==> src/rtl/assert_macros.svh <==
// assertion helpers shared by the rtl
`ifndef ASSERT_MACROS_SVH
`define ASSERT_MACROS_SVH

// same-cycle implication
`define SGW_ASSERT(label, clk, rst_n, ante, cons, msg) \
	label: assert property (@(posedge clk) disable iff (!rst_n) (ante) |-> (cons)) \
		else $error(msg);

// next-cycle implication
`define SGW_ASSERT_NEXT(label, clk, rst_n, ante, cons, msg) \
	label: assert property (@(posedge clk) disable iff (!rst_n) (ante) |=> (cons)) \
		else $error(msg);

`endif

==> src/rtl/sgw_pkg.sv <==
package sgw_pkg;

	localparam int SEGMENTS     = 16;
	localparam int SEG_IDX_W    = $clog2(SEGMENTS);
	localparam int SEG_CNT_W    = $clog2(SEGMENTS + 1);
	localparam int LENGTH_BITS  = 32;
	localparam int ADDRESS_BITS = 64;

	localparam int QUEUE_DEPTH  = 2;
	localparam int QPTR_W       = $clog2(QUEUE_DEPTH);
	localparam int QCNT_W       = $clog2(QUEUE_DEPTH + 1);

	typedef enum logic [1:0] {
		OP_CLEAR    = 2'd0,
		OP_APPEND   = 2'd1,
		OP_TRANSFER = 2'd2,
		OP_FORWARD  = 2'd3
	} op_t;

	typedef enum logic [1:0] {
		ST_OK       = 2'd0,
		ST_OVERFLOW = 2'd1,
		ST_FULL     = 2'd2
	} status_t;

	typedef enum logic [1:0] {
		BK_IDLE,
		BK_TRANSFER,
		BK_FORWARD
	} back_state_t;

	typedef struct packed {
		op_t                     op;
		logic [ADDRESS_BITS-1:0] address;
		logic [LENGTH_BITS-1:0]  byte_count;
	} sgw_item_t;

endpackage

==> src/rtl/sgw_front.sv <==
module sgw_front (
	input  logic                             clk,
	input  logic                             arst_n,
	input  logic                             s_axis_tvalid,
	output logic                             s_axis_tready,
	input  logic [1:0]                       s_axis_tuser,
	input  logic [sgw_pkg::ADDRESS_BITS-1:0] s_address,
	input  logic [sgw_pkg::LENGTH_BITS-1:0]  s_byte_count,
	output logic                             item_valid,
	output sgw_pkg::sgw_item_t               item,
	input  logic                             item_ready
);

	logic               valid_s1;
	sgw_pkg::sgw_item_t item_s1;

	// input stage can take a new item whenever it is empty or the queue takes its item
	assign s_axis_tready = !valid_s1 || item_ready;
	assign item_valid    = valid_s1;
	assign item          = item_s1;

	always_ff @(posedge clk or negedge arst_n) begin
		if (!arst_n) begin
			valid_s1 <= 1'b0;
		end else if (s_axis_tready) begin
			valid_s1 <= s_axis_tvalid;
		end
	end

	always_ff @(posedge clk) begin
		if (s_axis_tready && s_axis_tvalid) begin
			item_s1.op         <= sgw_pkg::op_t'(s_axis_tuser);
			item_s1.address    <= s_address;
			item_s1.byte_count <= s_byte_count;
		end
	end

endmodule

==> src/rtl/sgw_queue.sv <==
`include "assert_macros.svh"

module sgw_queue (
	input  logic               clk,
	input  logic               arst_n,
	input  logic               push_valid,
	output logic               push_ready,
	input  sgw_pkg::sgw_item_t push_item,
	output logic               pop_valid,
	input  logic               pop_ready,
	output sgw_pkg::sgw_item_t pop_item
);

	sgw_pkg::sgw_item_t                entry_q [sgw_pkg::QUEUE_DEPTH];
	logic [sgw_pkg::QPTR_W-1:0]        wr_ptr_q;
	logic [sgw_pkg::QPTR_W-1:0]        rd_ptr_q;
	logic [sgw_pkg::QCNT_W-1:0]        cnt_q;
	logic                              push;
	logic                              pop;

	assign push_ready = cnt_q < sgw_pkg::QCNT_W'(sgw_pkg::QUEUE_DEPTH);
	assign pop_valid  = cnt_q != '0;
	assign pop_item   = entry_q[rd_ptr_q];
	assign push       = push_valid && push_ready;
	assign pop        = pop_valid && pop_ready;

	// pointers wrap on their own since the depth is a power of two
	always_ff @(posedge clk or negedge arst_n) begin
		if (!arst_n) begin
			wr_ptr_q <= '0;
			rd_ptr_q <= '0;
			cnt_q    <= '0;
		end else begin
			if (push) begin
				wr_ptr_q <= wr_ptr_q + 1'b1;
			end
			if (pop) begin
				rd_ptr_q <= rd_ptr_q + 1'b1;
			end
			if (push && !pop) begin
				cnt_q <= cnt_q + 1'b1;
			end else if (pop && !push) begin
				cnt_q <= cnt_q - 1'b1;
			end
		end
	end

	always_ff @(posedge clk) begin
		if (push) begin
			entry_q[wr_ptr_q] <= push_item;
		end
	end

	`SGW_ASSERT(a_q_cnt_bound, clk, arst_n, 1'b1, cnt_q <= sgw_pkg::QCNT_W'(sgw_pkg::QUEUE_DEPTH), "queue holds more than its depth")
	`SGW_ASSERT_NEXT(a_q_pop_only, clk, arst_n, pop && !push, cnt_q == $past(cnt_q) - 1'b1, "queue count wrong after pop")
	`SGW_ASSERT_NEXT(a_q_push_only, clk, arst_n, push && !pop, cnt_q == $past(cnt_q) + 1'b1, "queue count wrong after push")

endmodule

==> src/rtl/sgw_back.sv <==
`include "assert_macros.svh"

module sgw_back (
	input  logic                             clk,
	input  logic                             arst_n,
	input  logic                             q_valid,
	output logic                             q_pop,
	input  sgw_pkg::sgw_item_t               q_item,
	output logic                             out_valid,
	input  logic                             out_ready,
	output logic [sgw_pkg::ADDRESS_BITS-1:0] out_segment_address,
	output logic [sgw_pkg::ADDRESS_BITS-1:0] out_buffer_address,
	output logic [sgw_pkg::LENGTH_BITS-1:0]  out_chunk_length,
	output logic [sgw_pkg::LENGTH_BITS-1:0]  out_bytes_left,
	output sgw_pkg::status_t                 out_status,
	output logic                             out_last
);

	localparam int AW = sgw_pkg::ADDRESS_BITS;
	localparam int LW = sgw_pkg::LENGTH_BITS;

	sgw_pkg::back_state_t state_q, state_d;

	logic [AW-1:0]                 base_tab_q [sgw_pkg::SEGMENTS];
	logic [LW-1:0]                 len_tab_q  [sgw_pkg::SEGMENTS];
	logic [sgw_pkg::SEG_CNT_W-1:0] seg_cnt_q;
	logic [sgw_pkg::SEG_CNT_W-1:0] cur_seg_q;
	logic [LW-1:0]                 offset_q;
	logic [LW-1:0]                 rem_q;
	logic [LW-1:0]                 want_q;
	logic [AW-1:0]                 buf_q;

	logic                          out_valid_q;
	logic [AW-1:0]                 out_seg_q, out_buf_q;
	logic [LW-1:0]                 out_len_q, out_left_q;
	sgw_pkg::status_t              out_status_q;
	logic                          out_last_q;

	logic                          step;
	logic [sgw_pkg::SEG_IDX_W-1:0] cur_idx;
	logic                          in_table;
	logic [LW-1:0]                 left;
	logic [LW-1:0]                 take;
	logic [LW-1:0]                 rem_after;
	logic [LW-1:0]                 want_after;
	logic                          chunk_last;
	logic [LW:0]                   append_sum;
	logic                          table_full;
	logic                          xfer_empty;
	logic                          fwd_done;

	logic                          do_clear, do_append, do_start, do_advance, do_chunk;
	logic                          out_load;
	logic [AW-1:0]                 out_seg_d, out_buf_d;
	logic [LW-1:0]                 out_len_d, out_left_d;
	sgw_pkg::status_t              out_status_d;
	logic                          out_last_d;

	// a step may run when the output register is free or draining this cycle
	assign step       = !out_valid_q || out_ready;
	assign cur_idx    = cur_seg_q[sgw_pkg::SEG_IDX_W-1:0];
	assign in_table   = cur_seg_q < seg_cnt_q;
	assign left       = in_table ? len_tab_q[cur_idx] - offset_q : '0;
	assign take       = (want_q < left) ? want_q : left;
	assign rem_after  = (rem_q >= take) ? rem_q - take : '0;
	assign want_after = want_q - take;
	assign chunk_last = (want_after == '0) || (rem_after == '0);
	assign append_sum = {1'b0, rem_q} + {1'b0, q_item.byte_count};
	assign table_full = seg_cnt_q >= sgw_pkg::SEG_CNT_W'(sgw_pkg::SEGMENTS);
	assign xfer_empty = (want_q == '0) || (rem_q == '0);
	assign fwd_done   = (want_q == '0) || !in_table;

	always_comb begin
		state_d = state_q;
		case (state_q)
			sgw_pkg::BK_IDLE: begin
				if (q_valid && step) begin
					if (q_item.op == sgw_pkg::OP_TRANSFER) begin
						state_d = sgw_pkg::BK_TRANSFER;
					end else if (q_item.op == sgw_pkg::OP_FORWARD) begin
						state_d = sgw_pkg::BK_FORWARD;
					end
				end
			end
			sgw_pkg::BK_TRANSFER: begin
				if (step && (xfer_empty || (left != '0 && chunk_last))) begin
					state_d = sgw_pkg::BK_IDLE;
				end
			end
			sgw_pkg::BK_FORWARD: begin
				if (step && fwd_done) begin
					state_d = sgw_pkg::BK_IDLE;
				end
			end
			default: state_d = sgw_pkg::BK_IDLE;
		endcase
	end

	always_comb begin
		q_pop        = 1'b0;
		do_clear     = 1'b0;
		do_append    = 1'b0;
		do_start     = 1'b0;
		do_advance   = 1'b0;
		do_chunk     = 1'b0;
		out_load     = 1'b0;
		out_seg_d    = '0;
		out_buf_d    = '0;
		out_len_d    = '0;
		out_left_d   = rem_q;
		out_status_d = sgw_pkg::ST_OK;
		out_last_d   = 1'b1;
		case (state_q)
			sgw_pkg::BK_IDLE: begin
				if (q_valid && step) begin
					q_pop = 1'b1;
					case (q_item.op)
						sgw_pkg::OP_CLEAR: begin
							do_clear   = 1'b1;
							out_load   = 1'b1;
							out_left_d = '0;
						end
						sgw_pkg::OP_APPEND: begin
							out_load = 1'b1;
							if (table_full) begin
								out_status_d = sgw_pkg::ST_FULL;
							end else if (append_sum[LW]) begin
								out_status_d = sgw_pkg::ST_OVERFLOW;
							end else begin
								do_append  = 1'b1;
								out_left_d = append_sum[LW-1:0];
							end
						end
						sgw_pkg::OP_TRANSFER: do_start = 1'b1;
						sgw_pkg::OP_FORWARD:  do_start = 1'b1;
						default: ;
					endcase
				end
			end
			sgw_pkg::BK_TRANSFER: begin
				if (step) begin
					if (xfer_empty) begin
						// nothing moved: single empty result
						out_load = 1'b1;
					end else begin
						do_advance = 1'b1;
						// zero-length segments are stepped over silently
						if (left != '0) begin
							do_chunk   = 1'b1;
							out_load   = 1'b1;
							out_seg_d  = base_tab_q[cur_idx] + AW'(offset_q);
							out_buf_d  = buf_q;
							out_len_d  = take;
							out_left_d = rem_after;
							out_last_d = chunk_last;
						end
					end
				end
			end
			sgw_pkg::BK_FORWARD: begin
				if (step) begin
					if (fwd_done) begin
						out_load = 1'b1;
					end else begin
						do_advance = 1'b1;
					end
				end
			end
			default: ;
		endcase
	end

	always_ff @(posedge clk or negedge arst_n) begin
		if (!arst_n) begin
			state_q   <= sgw_pkg::BK_IDLE;
			seg_cnt_q <= '0;
			cur_seg_q <= '0;
			offset_q  <= '0;
			rem_q     <= '0;
		end else begin
			state_q <= state_d;
			if (do_clear) begin
				seg_cnt_q <= '0;
				cur_seg_q <= '0;
				offset_q  <= '0;
				rem_q     <= '0;
			end else if (do_append) begin
				seg_cnt_q <= seg_cnt_q + 1'b1;
				rem_q     <= append_sum[LW-1:0];
			end else if (do_advance) begin
				rem_q <= rem_after;
				if (take == left) begin
					cur_seg_q <= cur_seg_q + 1'b1;
					offset_q  <= '0;
				end else begin
					offset_q <= offset_q + take;
				end
			end
		end
	end

	always_ff @(posedge clk) begin
		if (do_append) begin
			base_tab_q[seg_cnt_q[sgw_pkg::SEG_IDX_W-1:0]] <= q_item.address;
			len_tab_q[seg_cnt_q[sgw_pkg::SEG_IDX_W-1:0]]  <= q_item.byte_count;
		end
		if (do_start) begin
			want_q <= q_item.byte_count;
			buf_q  <= q_item.address;
		end else if (do_advance) begin
			want_q <= want_after;
			if (do_chunk) begin
				buf_q <= buf_q + AW'(take);
			end
		end
	end

	always_ff @(posedge clk or negedge arst_n) begin
		if (!arst_n) begin
			out_valid_q <= 1'b0;
		end else if (out_load) begin
			out_valid_q <= 1'b1;
		end else if (out_ready) begin
			out_valid_q <= 1'b0;
		end
	end

	always_ff @(posedge clk) begin
		if (out_load) begin
			out_seg_q    <= out_seg_d;
			out_buf_q    <= out_buf_d;
			out_len_q    <= out_len_d;
			out_left_q   <= out_left_d;
			out_status_q <= out_status_d;
			out_last_q   <= out_last_d;
		end
	end

	assign out_valid           = out_valid_q;
	assign out_segment_address = out_seg_q;
	assign out_buffer_address  = out_buf_q;
	assign out_chunk_length    = out_len_q;
	assign out_bytes_left      = out_left_q;
	assign out_status          = out_status_q;
	assign out_last            = out_last_q;

	`SGW_ASSERT(a_cur_in_range, clk, arst_n, 1'b1, cur_seg_q <= seg_cnt_q, "walk position beyond table")
	`SGW_ASSERT(a_end_no_bytes, clk, arst_n, cur_seg_q == seg_cnt_q, rem_q == '0, "bytes left at end of table")
	`SGW_ASSERT(a_mid_chunk_nonzero, clk, arst_n, do_chunk && !out_last_d, out_len_d != '0, "empty chunk not marked last")
	`SGW_ASSERT(a_load_needs_room, clk, arst_n, out_load, step, "result loaded over a held one")

endmodule

==> src/rtl/scatter_gather_chunk_walker.sv <==
// scatter-gather chunk walker
// input stream: s_axis_tuser carries the item kind (clear, append, transfer,
// forward), s_axis_tdata the address and byte count. output stream: one
// transaction per result; m_axis_tuser carries the status, m_axis_tlast marks
// the final result of an input item, m_axis_tdata the chunk fields.
// an item passes an input register and a two-entry queue before the walker,
// which loads a transfer before its first chunk. clear and append are handled
// in the idle state, each giving a single result. a transfer is loaded, then
// the walker visits one segment per step (zero-length segments included) and
// gives a chunk on each step but on zero-length segments; an empty transfer is
// loaded and then gives a single empty result. a forward is loaded, steps
// through the segments it visits and then gives its result. the walker steps
// once per cycle through the segment table while the result register is free
// or draining. reset empties the table and the walk position; no clearing
// pass is needed.
// when the receiver stalls the result register holds and the walker waits; the
// input side fills the queue, then its input register, then drops tready.
module scatter_gather_chunk_walker (
	input  logic         clk,
	input  logic         arst_n,
	input  logic         s_axis_tvalid,
	output logic         s_axis_tready,
	input  logic [95:0]  s_axis_tdata,  // address[63:0], byte_count[95:64]
	input  logic [1:0]   s_axis_tuser,  // mode[1:0]
	output logic         m_axis_tvalid,
	input  logic         m_axis_tready,
	// segment_address[63:0], buffer_address[127:64], chunk_length[159:128],
	// bytes_left[191:160]
	output logic [191:0] m_axis_tdata,
	output logic [1:0]   m_axis_tuser,  // status[1:0]
	output logic         m_axis_tlast
);

	logic               fr_valid, fr_ready;
	sgw_pkg::sgw_item_t fr_item;
	logic               q_valid, q_pop;
	sgw_pkg::sgw_item_t q_item;
	logic [63:0]        seg_addr, buf_addr;
	logic [31:0]        chunk_len, bytes_left;
	sgw_pkg::status_t   status;

	sgw_front u_front (
		.clk           (clk),
		.arst_n        (arst_n),
		.s_axis_tvalid (s_axis_tvalid),
		.s_axis_tready (s_axis_tready),
		.s_axis_tuser  (s_axis_tuser),
		.s_address     (s_axis_tdata[63:0]),
		.s_byte_count  (s_axis_tdata[95:64]),
		.item_valid    (fr_valid),
		.item          (fr_item),
		.item_ready    (fr_ready)
	);

	sgw_queue u_queue (
		.clk        (clk),
		.arst_n     (arst_n),
		.push_valid (fr_valid),
		.push_ready (fr_ready),
		.push_item  (fr_item),
		.pop_valid  (q_valid),
		.pop_ready  (q_pop),
		.pop_item   (q_item)
	);

	sgw_back u_back (
		.clk                 (clk),
		.arst_n              (arst_n),
		.q_valid             (q_valid),
		.q_pop               (q_pop),
		.q_item              (q_item),
		.out_valid           (m_axis_tvalid),
		.out_ready           (m_axis_tready),
		.out_segment_address (seg_addr),
		.out_buffer_address  (buf_addr),
		.out_chunk_length    (chunk_len),
		.out_bytes_left      (bytes_left),
		.out_status          (status),
		.out_last            (m_axis_tlast)
	);

	assign m_axis_tdata = {bytes_left, chunk_len, buf_addr, seg_addr};
	assign m_axis_tuser = status;

endmodule
==> config.mk <==
export PLATFORM = sky130hd
export DESIGN_NAME = scatter_gather_chunk_walker
export DESIGN_NICKNAME = d
export VERILOG_FILES = /design/src/rtl/sgw_pkg.sv /design/src/rtl/sgw_front.sv /design/src/rtl/sgw_queue.sv /design/src/rtl/sgw_back.sv /design/src/rtl/scatter_gather_chunk_walker.sv
export VERILOG_INCLUDE_DIRS = /design/src /design/src/rtl
export SDC_FILE = /design/constraint.sdc
export NUM_CORES = 2
export LEC_CHECK = 0
export BUFFER_PORTS_ARGS = -buffer_cell sky130_fd_sc_hd__buf_2
export CORE_MARGIN = 5
export CORE_UTILIZATION = 55
export CTS_BUF_LIST = sky130_fd_sc_hd__clkbuf_16
export DETAILED_ROUTE_END_ITERATION = 7
export GPL_ROUTABILITY_DRIVEN = 0
export GPL_TIMING_DRIVEN = 0
export MAX_ROUTING_LAYER = met4
export PLACE_DENSITY_LB_ADDON = 0.15
export SLEW_MARGIN = 20
export SYNTH_ARGS = -nofsm -noshare
export SYNTH_HDL_FRONTEND = slang
export SYNTH_SLANG_ARGS = --single-unit
==> constraint.sdc <==
create_clock -name clk -period 37.7 [get_ports clk]
set_clock_uncertainty 0.15 [all_clocks]
set_input_delay 5.655 -clock clk [delete_from_list [all_inputs] [get_ports clk]]
set_output_delay 5.655 -clock clk [all_outputs]
set_load 0.02 [all_outputs]
==> flow_summary_export.csv <==
group,metric,value,unit
die,core,176000,µm²
yosys,syn_area_per_cell,16.3,µm²
worst_setup_path,end_kind,"flop",
route,dr_total_vias,60900,
timing,tightest_slew,1.35,ns
clocking,hold_buffers,0,
die,fp.dieW,432,µm
die,die_y,432,µm
run,max-cap-violations,0,
grt,grt_overflow,0,
grt,grt_pass1_vias,58900,
worst_setup_path,max_stage_delay,0.83,ns
layout,nFillCells,12500,
clocking,ctsResizeCount,0,
yosys,async_reset_ff_frac,0.0372,
die,fp-row-count,154,
worst_setup_path,r2r-start,"u_back.cur_seg_q[1]$_DFFE_PN0P_",
clocking,clk_path_buf_depth,3,
layout,register_area,65700,µm²
yosys,yosysUniqueCellTypes,111,
route,detail_route.wl_per_cell,32.6,µm
layout,fin_util,0.641,
yosys,synth-seq-area-share,0.672,
route,drtIter0Drc,9158,
worst_setup_path,cp_num_buf_inv,21,
worst_setup_path,worstPathRequired,38.13,ns
worst_setup_path,startpoint,"u_back.cur_seg_q[1]$_DFFE_PN0P_",
clocking,clk_latency,0.89,ns
clocking,h-tree-depth,4,
clocking,clock-sinks,2203,
timing,setup_violations,0,
route,drc,0,
run_status,status,"complete, no violations",
place,io_buffers,298,
timing,fin_crit_sh,0.589,
layout,multi_input_area,30500,µm²
worst_setup_path,criticalPathCategory,"reg2reg",
route,drt-total-wl,302,mm
layout,layout.cells.most_common,"edfxtp_1",
yosys,synth_ff_type,"edfxtp_1",
yosys,synth-seq-cells,2203,
clocking,cts.reportedPaths.clkPinSlew,0.06,ns
worst_setup_path,slowest_stage,"clkbuf_1",
grt,grt_pass1_wl,426,mm
place,dp_hpwl,217,mm
grt,grt_max_degree,55,
hold_path,min_from,"u_front.item[37]$_DFFE_PP_",
worst_setup_path,cp_top_family,"buffers and inverters",
worst_setup_path,crit_fanout,10,
layout,layout.nets,7068,
clocking,cts_tree,"yes",
worst_setup_path,startpoint_type,"flop",
timing,tns,0,ns
yosys,syn_nets,6362,
layout,stdcell_area,113000,µm²
route,viasPerCell,6.57,
timing,hold_ws,0.268,ns
timing,slew_headroom,0.102,
yosys,synth-edff-count,2121,
route,drtPass1Iterations,6,
layout,most-common-layout-cells,"edfxtp_1, mux4_2, nand2_1",
layout,drive_above_1_share,0.232,
grt,antenna_found_initial,15,
die,initial_core_util,0.554,
grt,grt_use_total,0.332,
die,die_area,186000,µm²
place,placed_cell_area,106000,µm²
die,io_pins,299,
timing,rsz0062_at_grt,"no",
timing,finalHoldViolations,0,
timing,fin_crit,22.22,ns
yosys,yosysWarnings,0,
clocking,cts-root-buf,"clkbuf_16",
clocking,postCtsSetupBuffers,0,
yosys,synthCells,6019,
yosys,syn_area,97800,µm²
layout,synthToLayoutAreaGrowth,15.6,%
worst_setup_path,cp.arrival,22.65,ns
route,ant_nets,0,
timing,max_freq,0.0450,GHz
timing,finalMaxSlewViolations,0,
hold_path,min_path_type,"reg2reg",
clocking,cts_buffers,213,
-- area by class of cell --
| class | instances | area share |
|---|---|---|
| timing repair buffer | 491 | 0.0433 |
| inverter | 208 | 0.00693 |
| multi-input combinational | 3347 | 0.269 |
| sequential | 2203 | 0.581 |
| tap | 2340 | 0.0259 |
| clock inverter | 185 | 0.0154 |
| buffer | 261 | 0.00995 |
| antenna | 14 | 0.000310 |
| clock buffer | 214 | 0.0474 |
-- flip-flops by register name, indices dropped and copies added, names as in the netlist, 5 cells and up --
| register | cells |
|---|---|
| u_back.len_tab_q | 512 |
| u_front.item | 98 |
| u_back.out_buffer_address | 64 |
| u_back.base_tab_q | 1024 |
| u_back.out_segment_address | 64 |
| u_back.want_q | 32 |
| u_back.cur_seg_q | 5 |
| u_back.offset_q | 32 |
| u_back.buf_q | 64 |
| u_back.out_bytes_left | 32 |
| u_back.out_chunk_length | 32 |
| u_queue.entry_q | 196 |
| u_back.rem_q | 32 |
| u_back.seg_cnt_q | 5 |
-- cell usage after synthesis, types with 75 or more instances --
cell / count / area (µm²)
a21o_1: 75 / 563
a21oi_1: 242 / 1210
and3_1: 105 / 657
clkbuf_1: 175 / 657
dfrtp_1: 82 / 2050
edfxtp_1: 2121 / 63700
ha_1: 234 / 2930
inv_1: 203 / 762
mux2_2: 109 / 1230
mux4_2: 480 / 10800
nand2_1: 348 / 1310
nand3_1: 80 / 400
nor2_1: 340 / 1280
nor3_1: 108 / 541
o21ai_0: 213 / 1070
xnor2_1: 170 / 1490
xor2_1: 76 / 666
-- cell families after synthesis --
kind of cell | Yosys count | synth area share
and+or+nand+nor | 1262 | 0.0620
DFF | 2203 | 0.672
xor gates and xnor gates | 247 | 0.0222
adders and majority gates | 252 | 0.0325
muxes | 624 | 0.127
buffers and inverters | 469 | 0.0189
AOI/OAI and AO/OA | 962 | 0.0655
-- worst paths after layout --
| kind | to | slack, ns | cells after the start |
|---|---|---|---|
| worst max-delay path | u_back.buf_q[56]$_DFFE_PP_ | 15.48 | 64 |
| worst min register to register | u_queue.entry_q[1][37]$_DFFE_PP_ | 0.27 | 0 |
| max in group asynchronous | u_back.offset_q[0]$_DFFE_PN0P_ | 32.17 | 2 |
| worst max register to register | u_back.buf_q[56]$_DFFE_PP_ | 15.48 | 64 |
| min in group asynchronous | u_back.rem_q[14]$_DFFE_PN0P_ | 4.52 | 1 |
| worst min-delay path | u_queue.entry_q[1][37]$_DFFE_PP_ | 0.27 | 0 |
-- layer usage --
metal  vias up  global-route usage  routed length (µm)
li1      25300                   -                   -
met1     30900               0.435              111000
met2      3808               0.500              140000
met3       805              0.0688               32300
met4         0               0.168               18700
met5         -                   -                   0
-- through the flow --
| step | setup slack, ns | cells |
|---|---|---|
| after floorplan | 19.27 | 6019 |
| after global placement | 9.59 | 8657 |
| after detailed placement | 15.91 | 8848 |
| after CTS | 15.72 | 9247 |
| after global routing | 14.59 | 9256 |
| final | 15.48 | 9263 |
Power is left out: the tool's default activity adds up to more than one toggle a clock period on the data nets, which glitch-free logic cannot reach.
